--- config.mk ---
export PLATFORM = sky130hd
export DESIGN_NAME = byte_stuffed_frame_decoder_top_flat
export DESIGN_NICKNAME = d
export VERILOG_FILES = /design/src/design/bsfd_pkg.sv /design/src/design/bsfd_line_if.sv /design/src/design/bsfd_in_reg.sv /design/src/design/bsfd_deframe.sv /design/src/design/bsfd_out_reg.sv /design/src/design/byte_stuffed_frame_decoder_top.sv /design/src/flat_wrapper.sv
export VERILOG_INCLUDE_DIRS = /design/src /design/src/design
export SDC_FILE = /design/constraint.sdc
export NUM_CORES = 1
export LEC_CHECK = 0
export BUFFER_PORTS_ARGS = -buffer_cell sky130_fd_sc_hd__buf_2
export CAP_MARGIN = 10
export CORE_UTILIZATION = 46
export CTS_CLUSTER_SIZE = 10
export DETAILED_ROUTE_END_ITERATION = 10
export PLACE_DENSITY_LB_ADDON = 0.2
export SETUP_SLACK_MARGIN = 0.4
export SLEW_MARGIN = 30
export SYNTH_ARGS = -nofsm -noshare
export SYNTH_HDL_FRONTEND = slang
export SYNTH_SLANG_ARGS = --single-unit
--- constraint.sdc ---
create_clock -name clk -period 1.93 [get_ports clk]
set_input_delay 0.2895 -clock clk [delete_from_list [all_inputs] [get_ports clk]]
set_output_delay 0.2895 -clock clk [all_outputs]
set_load 0.03 [all_outputs]
--- src/design/byte_stuffed_frame_decoder_top_assert.svh ---
// assertion macros used by the frame decoder deframer module
// no dependencies; define ASSERT_OFF to compile the checks away
`ifndef BYTE_STUFFED_FRAME_DECODER_TOP_ASSERT_SVH
`define BYTE_STUFFED_FRAME_DECODER_TOP_ASSERT_SVH

`ifndef ASSERT_OFF
// same-cycle implication
`define BSFD_ASSERT_IMPL(label, clk, rst_n, ante, cons) \
	label: assert property (@(posedge clk) disable iff (!(rst_n)) (ante) |-> (cons)) \
	else $error("bsfd assertion failed");
// next-cycle implication
`define BSFD_ASSERT_NEXT(label, clk, rst_n, ante, cons) \
	label: assert property (@(posedge clk) disable iff (!(rst_n)) (ante) |=> (cons)) \
	else $error("bsfd assertion failed");
`else
`define BSFD_ASSERT_IMPL(label, clk, rst_n, ante, cons)
`define BSFD_ASSERT_NEXT(label, clk, rst_n, ante, cons)
`endif

`endif

--- src/design/bsfd_pkg.sv ---
// types and constants of the byte stuffed frame decoder
// no dependencies
package bsfd_pkg;

	localparam int LengthBits = 16;
	localparam int StuffShift = 5;
	localparam int ByteBits   = 8;

	localparam logic [ByteBits-1:0] StuffMask = ByteBits'(1 << StuffShift);
	localparam logic [ByteBits-1:0] DelimReset = 8'd126;
	localparam logic [ByteBits-1:0] EscReset   = 8'd125;

	typedef enum logic [0:0] {
		CFG_START_DELIM = 1'b0,
		CFG_ESCAPE      = 1'b1
	} cfg_idx_t;

	typedef enum logic [1:0] {
		KIND_PAYLOAD = 2'd0,
		KIND_GOOD    = 2'd1,
		KIND_BAD     = 2'd2,
		KIND_OUTSIDE = 2'd3
	} kind_t;

	typedef enum logic [4:0] {
		PH_HUNT    = 5'b00001,
		PH_LEN_HI  = 5'b00010,
		PH_LEN_LO  = 5'b00100,
		PH_PAYLOAD = 5'b01000,
		PH_TRAILER = 5'b10000
	} phase_t;

	// one decoded result, produced by the deframer for the result register
	typedef struct packed {
		logic                hit;
		kind_t               kind;
		logic [ByteBits-1:0] data;
		logic [15:0]         len;
	} res_t;

endpackage

--- src/design/bsfd_line_if.sv ---
// handshake interfaces for line bytes and decoded results
// no dependencies
interface bsfd_line_if;
	logic       valid;
	logic       ready;
	logic [7:0] line_byte;

	modport source (output valid, output line_byte, input ready);
	modport sink (input valid, input line_byte, output ready);
endinterface

interface bsfd_result_if;
	logic        valid;
	logic        ready;
	logic [1:0]  kind;
	logic [7:0]  octet;
	logic [15:0] frame_length;

	modport source (output valid, output kind, output octet, output frame_length,
		input ready);
	modport sink (input valid, input kind, input octet, input frame_length,
		output ready);
endinterface

--- src/design/bsfd_in_reg.sv ---
// input register: holds one line byte until the deframer takes it
// depends on bsfd_pkg and bsfd_line_if
module bsfd_in_reg (
	input  logic                         clk,
	input  logic                         arst_n,
	bsfd_line_if.sink                    line_ch,
	input  logic                         take,
	output logic                         valid_s1,
	output logic [bsfd_pkg::ByteBits-1:0] byte_s1
);
	import bsfd_pkg::*;

	logic vld_s1;

	assign line_ch.ready = !vld_s1 || take;
	assign valid_s1      = vld_s1;

	always_ff @(posedge clk or negedge arst_n) begin
		if (!arst_n) begin
			vld_s1 <= 1'b0;
		end else if (line_ch.ready) begin
			vld_s1 <= line_ch.valid;
		end
	end

	always_ff @(posedge clk) begin
		if (line_ch.ready && line_ch.valid) begin
			byte_s1 <= line_ch.line_byte;
		end
	end

endmodule

--- src/design/bsfd_deframe.sv ---
// deframer: configuration, frame state and the per-byte decode
// depends on bsfd_pkg and the assertion header
`include "byte_stuffed_frame_decoder_top_assert.svh"

module bsfd_deframe (
	input  logic                          clk,
	input  logic                          arst_n,
	input  logic                          cfg_we,
	input  logic                          cfg_index,
	input  logic [7:0]                    cfg_wdata,
	input  logic                          step,
	input  logic [bsfd_pkg::ByteBits-1:0] byte_s1,
	output bsfd_pkg::res_t                res
);
	import bsfd_pkg::*;

	logic [ByteBits-1:0]   delim_q, esc_byte_q;
	phase_t                phase_q, phase_d;
	logic                  esc_q, esc_d;
	logic [ByteBits-1:0]   len_hi_q, len_hi_d;
	logic [LengthBits-1:0] total_q, total_d;
	logic [LengthBits-1:0] remain_q, remain_d;
	logic [ByteBits-1:0]   b;
	logic                  have;
	phase_t                hunt_phase;
	res_t                  hunt_res;
	logic [LengthBits-1:0] new_total;

	always_ff @(posedge clk or negedge arst_n) begin
		if (!arst_n) begin
			delim_q    <= DelimReset;
			esc_byte_q <= EscReset;
		end else if (cfg_we) begin
			unique case (cfg_idx_t'(cfg_index))
				CFG_START_DELIM: delim_q <= cfg_wdata;
				CFG_ESCAPE:      esc_byte_q <= cfg_wdata;
				default:         ;
			endcase
		end
	end

	// unstuffing ahead of the phase decode
	always_comb begin
		if (esc_q) begin
			b    = byte_s1 ^ StuffMask;
			have = 1'b1;
		end else if (byte_s1 == esc_byte_q) begin
			b    = byte_s1;
			have = 1'b0;
		end else begin
			b    = byte_s1;
			have = 1'b1;
		end
	end

	assign new_total = LengthBits'({len_hi_q, b});

	always_comb begin
		hunt_res      = '0;
		hunt_res.data = byte_s1;
		if (byte_s1 == delim_q) begin
			hunt_phase = PH_LEN_HI;
		end else begin
			hunt_phase    = PH_HUNT;
			hunt_res.hit  = 1'b1;
			hunt_res.kind = KIND_OUTSIDE;
		end
	end

	always_comb begin
		phase_d  = phase_q;
		esc_d    = 1'b0;
		len_hi_d = len_hi_q;
		total_d  = total_q;
		remain_d = remain_q;
		res      = '0;
		res.data = b;
		unique case (phase_q)
			PH_LEN_HI: begin
				esc_d = !esc_q && !have;
				if (have) begin
					len_hi_d = b;
					phase_d  = PH_LEN_LO;
				end
			end
			PH_LEN_LO: begin
				esc_d = !esc_q && !have;
				if (have) begin
					total_d  = new_total;
					remain_d = new_total;
					phase_d  = (new_total == '0) ? PH_TRAILER : PH_PAYLOAD;
				end
			end
			PH_PAYLOAD: begin
				esc_d = !esc_q && !have;
				if (have) begin
					remain_d = remain_q - LengthBits'(1);
					if (remain_q == LengthBits'(1)) begin
						phase_d = PH_TRAILER;
					end
					res.hit  = 1'b1;
					res.kind = KIND_PAYLOAD;
				end
			end
			PH_TRAILER: begin
				esc_d = !esc_q && !have;
				if (have) begin
					phase_d  = PH_HUNT;
					res.hit  = 1'b1;
					res.kind = (b == '0) ? KIND_GOOD : KIND_BAD;
					res.len  = 16'(total_q);
				end
			end
			default: begin
				// hunt, and any stray code behaves as hunt
				phase_d = hunt_phase;
				res     = hunt_res;
			end
		endcase
	end

	always_ff @(posedge clk or negedge arst_n) begin
		if (!arst_n) begin
			phase_q  <= PH_HUNT;
			esc_q    <= 1'b0;
			len_hi_q <= '0;
			total_q  <= '0;
			remain_q <= '0;
		end else if (step) begin
			phase_q  <= phase_d;
			esc_q    <= esc_d;
			len_hi_q <= len_hi_d;
			total_q  <= total_d;
			remain_q <= remain_d;
		end
	end

	`BSFD_ASSERT_IMPL(a_esc_only_in_frame, clk, arst_n, esc_q, phase_q != PH_HUNT)
	`BSFD_ASSERT_IMPL(a_payload_count_live, clk, arst_n, phase_q == PH_PAYLOAD,
		remain_q != '0)
	`BSFD_ASSERT_NEXT(a_frame_end_hunts, clk, arst_n,
		step && res.hit && (res.kind == KIND_GOOD || res.kind == KIND_BAD),
		phase_q == PH_HUNT && !esc_q)

endmodule

--- src/design/bsfd_out_reg.sv ---
// result register: holds one decoded beat for the result channel
// depends on bsfd_pkg and bsfd_result_if
module bsfd_out_reg (
	input  logic           clk,
	input  logic           arst_n,
	input  logic           valid_s1,
	input  bsfd_pkg::res_t res,
	output logic           take,
	bsfd_result_if.source  result_ch
);
	import bsfd_pkg::*;

	logic  vld_s2;
	res_t  res_s2;

	// a byte leaves the input register once the result slot is free
	assign take = valid_s1 && (!vld_s2 || result_ch.ready);

	always_ff @(posedge clk or negedge arst_n) begin
		if (!arst_n) begin
			vld_s2 <= 1'b0;
		end else if (take) begin
			vld_s2 <= res.hit;
		end else if (result_ch.ready) begin
			vld_s2 <= 1'b0;
		end
	end

	always_ff @(posedge clk) begin
		if (take) begin
			res_s2 <= res;
		end
	end

	assign result_ch.valid        = vld_s2;
	assign result_ch.kind         = res_s2.kind;
	assign result_ch.octet        = res_s2.data;
	assign result_ch.frame_length = res_s2.len;

endmodule

--- src/design/byte_stuffed_frame_decoder_top.sv ---
// channel     dir   beat contents
// line_ch     in    line_byte (8 bit raw link byte)
// result_ch   out   kind (2), octet (8), frame_length (16)
// cfg_*       in    write enable, register index, 8 bit data
//
// one line byte per cycle unless the result channel stalls: input register, decode, result register
// an accepted byte is held in the input register, then its result beat in the result register
// bytes that give no result (delimiter, escape, header) still pass the decode stage
// a stalled result holds the decode stage; reset returns to hunting with
// delimiter 0x7e and escape 0x7d
// depends on bsfd_pkg, the channel interfaces, bsfd_in_reg, bsfd_deframe, bsfd_out_reg
module byte_stuffed_frame_decoder_top (
	input  logic          clk,
	input  logic          arst_n,
	bsfd_line_if.sink     line_ch,
	bsfd_result_if.source result_ch,
	input  logic          cfg_we,
	input  logic          cfg_index,
	input  logic [7:0]    cfg_wdata
);
	import bsfd_pkg::*;

	logic                valid_s1;
	logic [ByteBits-1:0] byte_s1;
	logic                take;
	res_t                res;

	bsfd_in_reg u_in_reg (
		.clk      (clk),
		.arst_n   (arst_n),
		.line_ch  (line_ch),
		.take     (take),
		.valid_s1 (valid_s1),
		.byte_s1  (byte_s1)
	);

	bsfd_deframe u_deframe (
		.clk       (clk),
		.arst_n    (arst_n),
		.cfg_we    (cfg_we),
		.cfg_index (cfg_index),
		.cfg_wdata (cfg_wdata),
		.step      (take),
		.byte_s1   (byte_s1),
		.res       (res)
	);

	bsfd_out_reg u_out_reg (
		.clk       (clk),
		.arst_n    (arst_n),
		.valid_s1  (valid_s1),
		.res       (res),
		.take      (take),
		.result_ch (result_ch)
	);

endmodule
--- src/flat_wrapper.sv ---
// flat-port wrapper written by rule: the top's interface ports become plain ports
module byte_stuffed_frame_decoder_top_flat import bsfd_pkg::*;
  (clk, arst_n, cfg_we, cfg_index, cfg_wdata, line_ch_valid, line_ch_line_byte, line_ch_ready, result_ch_valid, result_ch_kind, result_ch_octet, result_ch_frame_length, result_ch_ready);
  bsfd_line_if line_ch_i ();
  bsfd_result_if result_ch_i ();
  input  logic clk;
  input  logic arst_n;
  input  logic cfg_we;
  input  logic cfg_index;
  input  logic [7:0] cfg_wdata;
  input wire logic [$bits(line_ch_i.valid)-1:0] line_ch_valid;
  input wire logic [$bits(line_ch_i.line_byte)-1:0] line_ch_line_byte;
  output wire logic [$bits(line_ch_i.ready)-1:0] line_ch_ready;
  output wire logic [$bits(result_ch_i.valid)-1:0] result_ch_valid;
  output wire logic [$bits(result_ch_i.kind)-1:0] result_ch_kind;
  output wire logic [$bits(result_ch_i.octet)-1:0] result_ch_octet;
  output wire logic [$bits(result_ch_i.frame_length)-1:0] result_ch_frame_length;
  input wire logic [$bits(result_ch_i.ready)-1:0] result_ch_ready;
  assign line_ch_i.valid = line_ch_valid;
  assign line_ch_i.line_byte = line_ch_line_byte;
  assign line_ch_ready = line_ch_i.ready;
  assign result_ch_valid = result_ch_i.valid;
  assign result_ch_kind = result_ch_i.kind;
  assign result_ch_octet = result_ch_i.octet;
  assign result_ch_frame_length = result_ch_i.frame_length;
  assign result_ch_i.ready = result_ch_ready;
  byte_stuffed_frame_decoder_top u_core (.clk(clk), .arst_n(arst_n), .line_ch(line_ch_i), .result_ch(result_ch_i), .cfg_we(cfg_we), .cfg_index(cfg_index), .cfg_wdata(cfg_wdata));
endmodule
==> impl_metrics.json, run 1 <==
{
  "powerDensity_nw_per_um2": 805.4,
  "grt.overflow.total": 0,
  "grt_max_degree": 28,
  "drt_wl_total_um": 10730,
  "dieArea_um2": 10310,
  "critical_path_class": "register to register",
  "drive_gt1_frac": 0.5403,
  "holdWs_ns": 0.1063,
  "synth_area_um2": 4556,
  "synthFlopType": "dfrtp_1",
  "min_period_ns": 1.916,
  "dp_cells": 567,
  "yosys.area.top_type_share": 0.2801,
  "worst_slew_margin_rel": 0.6453,
  "status": "completed",
  "fp.dieH_um": 101.5,
  "drv_slew": 0,
  "coreArea_um2": 9415,
  "hpwl_um": 7235,
  "fp.dieW_um": 101.5,
  "antenna_cells": 0,
  "worst_clock_skew_ns": 0.01155,
  "rsz0062_at_grt": "true",
  "synth-warning-count": 0,
  "area.growth.synth_to_final_pct": 34.50,
  "startpoint_type": "register",
  "cts-root-buf": "clkbuf_8",
  "fill_cells": 677,
  "syn_inst": 352,
  "drc": 0,
  "first_global_vias": 3253,
  "arrival_ns": 2.02,
  "io_buffers": 49,
  "synthesis.nets": 376,
  "grtUsageTotal": 0.2223,
  "tightest_slew_ns": 0.5321,
  "antenna_found_initial": 0,
  "clk_path_buf_depth": 2,
  "post-route-period-util": 0.9927,
  "final_util": 0.6508,
  "endpoint_kind": "register",
  "std_cell_rows": 35,
  "ys_ff_latch": 98,
  "via_per_inst": 5.413,
  "drt_iter0_drc": 145,
  "synth-edff-count": 34,
  "fin_nets": 491,
  "critPathMaxFanout": 18,
  "layout_common_cells": "49 x buf_2, 49 x buf_4, 45 x dfrtp_1",
  "initial_core_util": 0.4839,
  "synthTopCellsByArea": "dfrtp_1 28%, edfxtp_1 22%, dfstp_2 7.5%, mux2_2 7.4%, mux2_4 3.6%",
  "yosysSeqAreaShare": 0.5792,
  "worstPathRequired_ns": 2.04,
  "clk_latency_ns": 0.36,
  "drtAntennaViolNets": 0,
  "gp_congestion": 0.8402,
  "cts_buffers": 9,
  "hp-class": "input pin to register",
  "max_freq_ghz": 0.5220,
  "async_flop_share": 0.6531,
  "dr.pass1.iters": 4,
  "ir_drop_v": 0.0005183,
  "ys_types": 59,
  "max_cap_violations": 0,
  "setup_violations": 0,
  "ios": 50,
  "yosys.area.top_type": "dfrtp_1",
  "clkSlewWorstSetupHoldPaths_ns": 0.09,
  "synth_area_per_cell_um2": 12.94,
  "cts_tree": "done",
  "grt_pass1_wl_um": 16920,
  "htreeDepth": 3,
  "p_leak_nw": 2.645,
  "num_vias": 3253,
  "drt-wirelength-per-cell_um": 17.86,
  "cts_num_sinks": 98,
  "finalHoldViolations": 0,
  "fin_cells": 601
}
-- area by class of cell --
cell class                 count  area (µm²)  area share
timing repair buffer         115       859.6      0.1403
multi-input combinational    236        2248      0.3670
clock buffer                  13       160.2     0.02614
tap                          129       161.4     0.02634
inverter                       7       30.03    0.004901
clock inverter                 3       21.27    0.003472
sequential                    98        2646      0.4319
-- per-stage QoR --
step / power [W] / setup slack, ns / setup TNS (ns) / area (µm²)
4_1_cts: 0.004773 / 0.02557 / 0 / 5773
2_1_floorplan: 0.003089 / -0.04889 / -0.9439 / 4668
6_report: 0.004935 / 0.01416 / 0 / 6127
3_5_place_dp: 0.003472 / -0.02151 / -0.04140 / 5385
3_3_place_gp: 0.003452 / -0.01527 / -0.01527 / 5385
5_1_grt: 0.005154 / -0.04316 / -0.3849 / 6127
-- worst paths after layout --
| kind | from | endpoint | slack [ns] | depth (start not counted) |
|---|---|---|---|---|
| worst min register to register | u_core.u_deframe.total_q[6] | u_core.u_deframe.total_q[6] | 0.51 | 1 |
| min in group asynchronous | arst_n | u_core.u_deframe.remain_q[4] | 0.42 | 2 |
| max in group asynchronous | arst_n | u_core.u_deframe.total_q[11] | 0.85 | 3 |
| worst max register to register | u_core.u_in_reg.byte_s1[3] | u_core.u_out_reg.result_ch.kind[0] | 0.01 | 7 |
| worst min-delay path | line_ch_line_byte[1] | u_core.u_in_reg.byte_s1[1] | 0.11 | 1 |
| worst max-delay path | u_core.u_in_reg.byte_s1[3] | u_core.u_out_reg.result_ch.kind[0] | 0.01 | 7 |
-- timing repair --
item | 4_1_cts | 5_1_grt
pin swaps | 15 | 15
gates resized for setup | 30 | 64
endpoints found under the setup margin | 91 | 79
cloned | 1 | 1
buffers inserted | 10 | 5
hold buffers | 1 | 0
endpoints found under the hold margin | 18 | 0
-- report_power, final --
part	total (W)	internal (W)	switching (W)
registers	0.00254	0.00238	0.000162
clock network	0.00124	0.000553	0.000692
logic	0.00115	0.000548	0.000603
total	0.00493	0.00348	0.00146
-- routing by layer --
metal / global-route usage / vias to the layer above / wire length, µm / share of wire
li1: - / 1521 / - / -
met1: 0.3139 / 1614 / 5046 / 0.47
met2: 0.3493 / 100 / 5083 / 0.47
met3: 0.04210 / 18 / 353 / 0.033
met4: 0.06800 / 0 / 248 / 0.023
met5: 0 / - / 0 / 0
-- cell usage after synthesis, drive strengths merged (3+ instances only) --
master,count
dfstp,13
nand3,7
nor2,14
xor2,12
o22ai,6
buf,10
mux2,41
o41ai,3
o2bb2ai,5
nor4,8
xnor2,9
nand2,28
nor2b,3
edfxtp,34
clkbuf,3
o21ai,10
a22o,3
a31oi,3
a21o,5
inv,7
dfrtp,51
and2,17
and3,3
nand4,7
nor3,6
a21oi,15
or4,3
-- kinds of logic (layout without fill, tap and decap cells) --
| kind of cell | Yosys count | after routing | share of synthesized area |
|---|---|---|---|
| multiplexers | 42 | 42 | 0.1126 |
| buffers and inverters | 20 | 138 | 0.02582 |
| XOR/XNOR | 21 | 21 | 0.04037 |
| AO/OA/AOI/OAI | 63 | 63 | 0.09915 |
| adder cells (fa/ha/maj) | 2 | 2 | 0.005492 |
| flip-flops | 98 | 98 | 0.5792 |
| AND/OR/NAND/NOR | 106 | 108 | 0.1373 |
-- flip-flops by register name, summed over array words and instances, names as in the netlist --
register                                 flops
u_core.u_out_reg.result_ch.kind              2
u_core.u_deframe.total_q                    16
u_core.u_in_reg.valid_s1                     1
u_core.u_out_reg.result_ch.frame_length     16
u_core.u_deframe.phase_q                     5
u_core.u_deframe.esc_q                       1
u_core.u_out_reg.result_ch.valid             1
u_core.u_deframe.delim_q                     8
u_core.u_in_reg.byte_s1                      8
u_core.u_deframe.esc_byte_q                  8
u_core.u_deframe.len_hi_q                    8
u_core.u_out_reg.result_ch.octet             8
u_core.u_deframe.remain_q                   16
-- worst max-delay path, cell delays in order, from the launching register on --
cell and delay [ns]:
edfxtp_1 0.45, xor2_2 0.20, nor4_2 0.25, buf_4 0.18, and3_4 0.23, nor4_4 0.06
buf_12 0.14, a21o_1 0.16
No activity file was read; power rests on OpenSTA's default activity.
==> run 2, diff against run 1 <==
==> constraint.sdc (replaced) <==
create_clock -name clk -period 1.93 [get_ports clk]
set_input_delay 0.386 -clock clk [delete_from_list [all_inputs] [get_ports clk]]
set_output_delay 0.386 -clock clk [all_outputs]
set_load 0.03 [all_outputs]
==> run 2 against run 1 <==
  * Clock power is 6% higher
  * Global-route usage grew 0.33 points
  * Register-to-register slack hardly changed
  * Flip-flop and latch count unchanged
  * Clock-buffer cell count down 4
  * Highest routed layer unchanged
==> impl_metrics.json, run 2 (same netlist as run 1, synthesis figures left out) <==
{
  "status": "completed",
  "fin_nets": 495,
  "rsz0062_at_grt": "true",
  "drt-wirelength-per-cell_um": 17.80,
  "cpPeakStageDelay_ns": 0.49,
  "max_cap_violations": 0,
  "p_leak_nw": 2.609,
  "worst_clock_skew_ns": 0.01101,
  "fp.dieW_um": 101.5,
  "drc": 0,
  "htreeDepth": 3,
  "finalHoldViolations": 0,
  "grt.overflow.total": 0,
  "pwr-share-clk": 0.269,
  "clk_latency_ns": 0.38,
  "layout_commonest_cell": "buf_4",
  "path_cells": "xor2_2, nor3_2, buf_4, a31oi_4, buf_6, nand2_8, mux2_4",
  "fin_cells": 605,
  "layout_common_cells": "53 x buf_4, 48 x buf_2, 47 x dfrtp_1",
  "num_vias": 3301,
  "max_freq_ghz": 0.5200,
  "crit_end": "u_core.u_deframe.total_q[11]",
  "antenna_found_initial": 0,
  "dp_cells": 567,
  "drv_slew": 0,
  "clk_path_buf_depth": 2,
  "dr.pass1.iters": 4,
  "grt_pass1_wl_um": 17160,
  "coreArea_um2": 9415,
  "rr_endpoint": "u_core.u_deframe.total_q[11]",
  "drtAntennaViolNets": 0,
  "p_sw_frac": 0.3109,
  "powerDensity_nw_per_um2": 811.9,
  "first_global_vias": 3355,
  "antenna_cells": 0,
  "drt_wl_total_um": 10770,
  "via_per_inst": 5.456,
  "r2r_setup_slack_ns": 0.007,
  "tightest_slew_ns": 0.4062,
  "fin_tns_setup_ns": 0,
  "cts_tree": "done",
  "cts_num_sinks": 98,
  "critical_path_class": "register to register",
  "post-route-period-util": 0.9963,
  "holdWs_ns": 0.1784,
  "cts-root-buf": "clkbuf_8",
  "worst_slew_margin_rel": 0.7282,
  "ios": 50,
  "drt_iter0_drc": 147,
  "min_period_ns": 1.923,
  "worstPathRequired_ns": 2.19,
  "r2r_cells": 7,
  "worst-path-stages": 7,
  "final_util": 0.6413,
  "grtUsageTotal": 0.2256,
  "fp.dieH_um": 101.5,
  "ir_drop_v": 0.0003724,
  "gp_congestion": 0.8316,
  "hp-class": "input pin to register",
  "dieArea_um2": 10310,
  "area.growth.synth_to_final_pct": 32.55,
  "std_cell_rows": 35,
  "fill_cells": 709,
  "setup_violations": 0,
  "p_switching_w": 0.001524,
  "startpoint_type": "register",
  "finalPower_w": 0.004903,
  "clkSlewWorstSetupHoldPaths_ns": 0.11,
  "grt_max_degree": 36,
  "cp_top_family": "flip-flops",
  "crit_slowest_cell": "edfxtp_1",
  "arrival_ns": 2.18,
  "io_buffers": 49,
  "drive_gt1_frac": 0.5105,
  "cellInternalPower_w": 0.003379,
  "path_buf_inv": 2,
  "hpwl_um": 7173,
  "p_comb_frac": 0.214,
  "critPathMaxFanout": 8,
  "crit_start": "u_core.u_in_reg.byte_s1[6]",
  "cts_buffers": 9,
  "endpoint_kind": "register",
  "initial_core_util": 0.4839,
  "r2r-start": "u_core.u_in_reg.byte_s1[6]",
  "p_seq_frac": 0.517
}
run 2: cell count changes in the layout (fill, tap and decap cells not counted), sizes merged:
cell,change
clkbuf,-4
clkinvlp,+1
nand3b,-1
inv,+3
buf,+5
run 2: worst min path at each step:
| stage | from | to | slack, ns | cells after the start |
|---|---|---|---|---|
| after floorplan | arst_n | u_core.u_deframe.delim_q[0] | 0.09 | 0 |
| after global routing | line_ch_line_byte[1] | u_core.u_in_reg.byte_s1[1] | 0.16 | 1 |
| after CTS | line_ch_line_byte[1] | u_core.u_in_reg.byte_s1[1] | 0.16 | 1 |
| after global placement | arst_n | u_core.u_deframe.remain_q[6] | 0.33 | 1 |
| after detailed placement | arst_n | u_core.u_deframe.remain_q[1] | 0.32 | 1 |
| final | line_ch_line_byte[1] | u_core.u_in_reg.byte_s1[1] | 0.18 | 1 |
run 2: what timing repair did:
action / CTS / global route
endpoints found under the setup margin: 67 / 93
pin swaps: 9 / 6
cloned: 1 / 0
hold endpoints to repair: 12 / 0
hold buffers: 1 / 0
resized for setup: 32 / 28
buffers inserted: 15 / 5
run 2: final cells by class:
| class | instances | area [µm²] | share of cell area |
|---|---|---|---|
| inverter | 7 | 30.03 | 0.004973 |
| tap | 129 | 161.4 | 0.02673 |
| clock buffer | 9 | 123.9 | 0.02051 |
| multi-input combinational | 235 | 2101 | 0.3479 |
| clock inverter | 7 | 71.32 | 0.01181 |
| timing repair buffer | 120 | 907.1 | 0.1502 |
| sequential | 98 | 2644 | 0.4378 |
run 2: metal layers:
metal	global-route usage	vias to the layer above	routed length, µm
li1	-	1533	-
met1	0.2937	1635	4704
met2	0.3612	109	5160
met3	0.05383	24	590
met4	0.09699	0	310
met5	0	-	0
run 2: per-stage QoR:
step	cell area (µm²)	setup WS [ns]
floorplan	4668	-0.04889
detailed placement	5398	-0.09672
CTS	5888	0.02259
finish	6038	0.007105
global placement	5398	-0.02767
global route	6038	-0.07219
run 2: power groups by stage:
stage / Clock (W) / Combinational (W) / Sequential, W
2_1_floorplan: 0 / 0.000455 / 0.00263
3_3_place_gp: 0 / 0.000895 / 0.00255
3_5_place_dp: 0 / 0.000911 / 0.00256
4_1_cts: 0.00135 / 0.000994 / 0.00252
5_1_grt: 0.00143 / 0.00114 / 0.00255
6_report: 0.00132 / 0.00105 / 0.00253
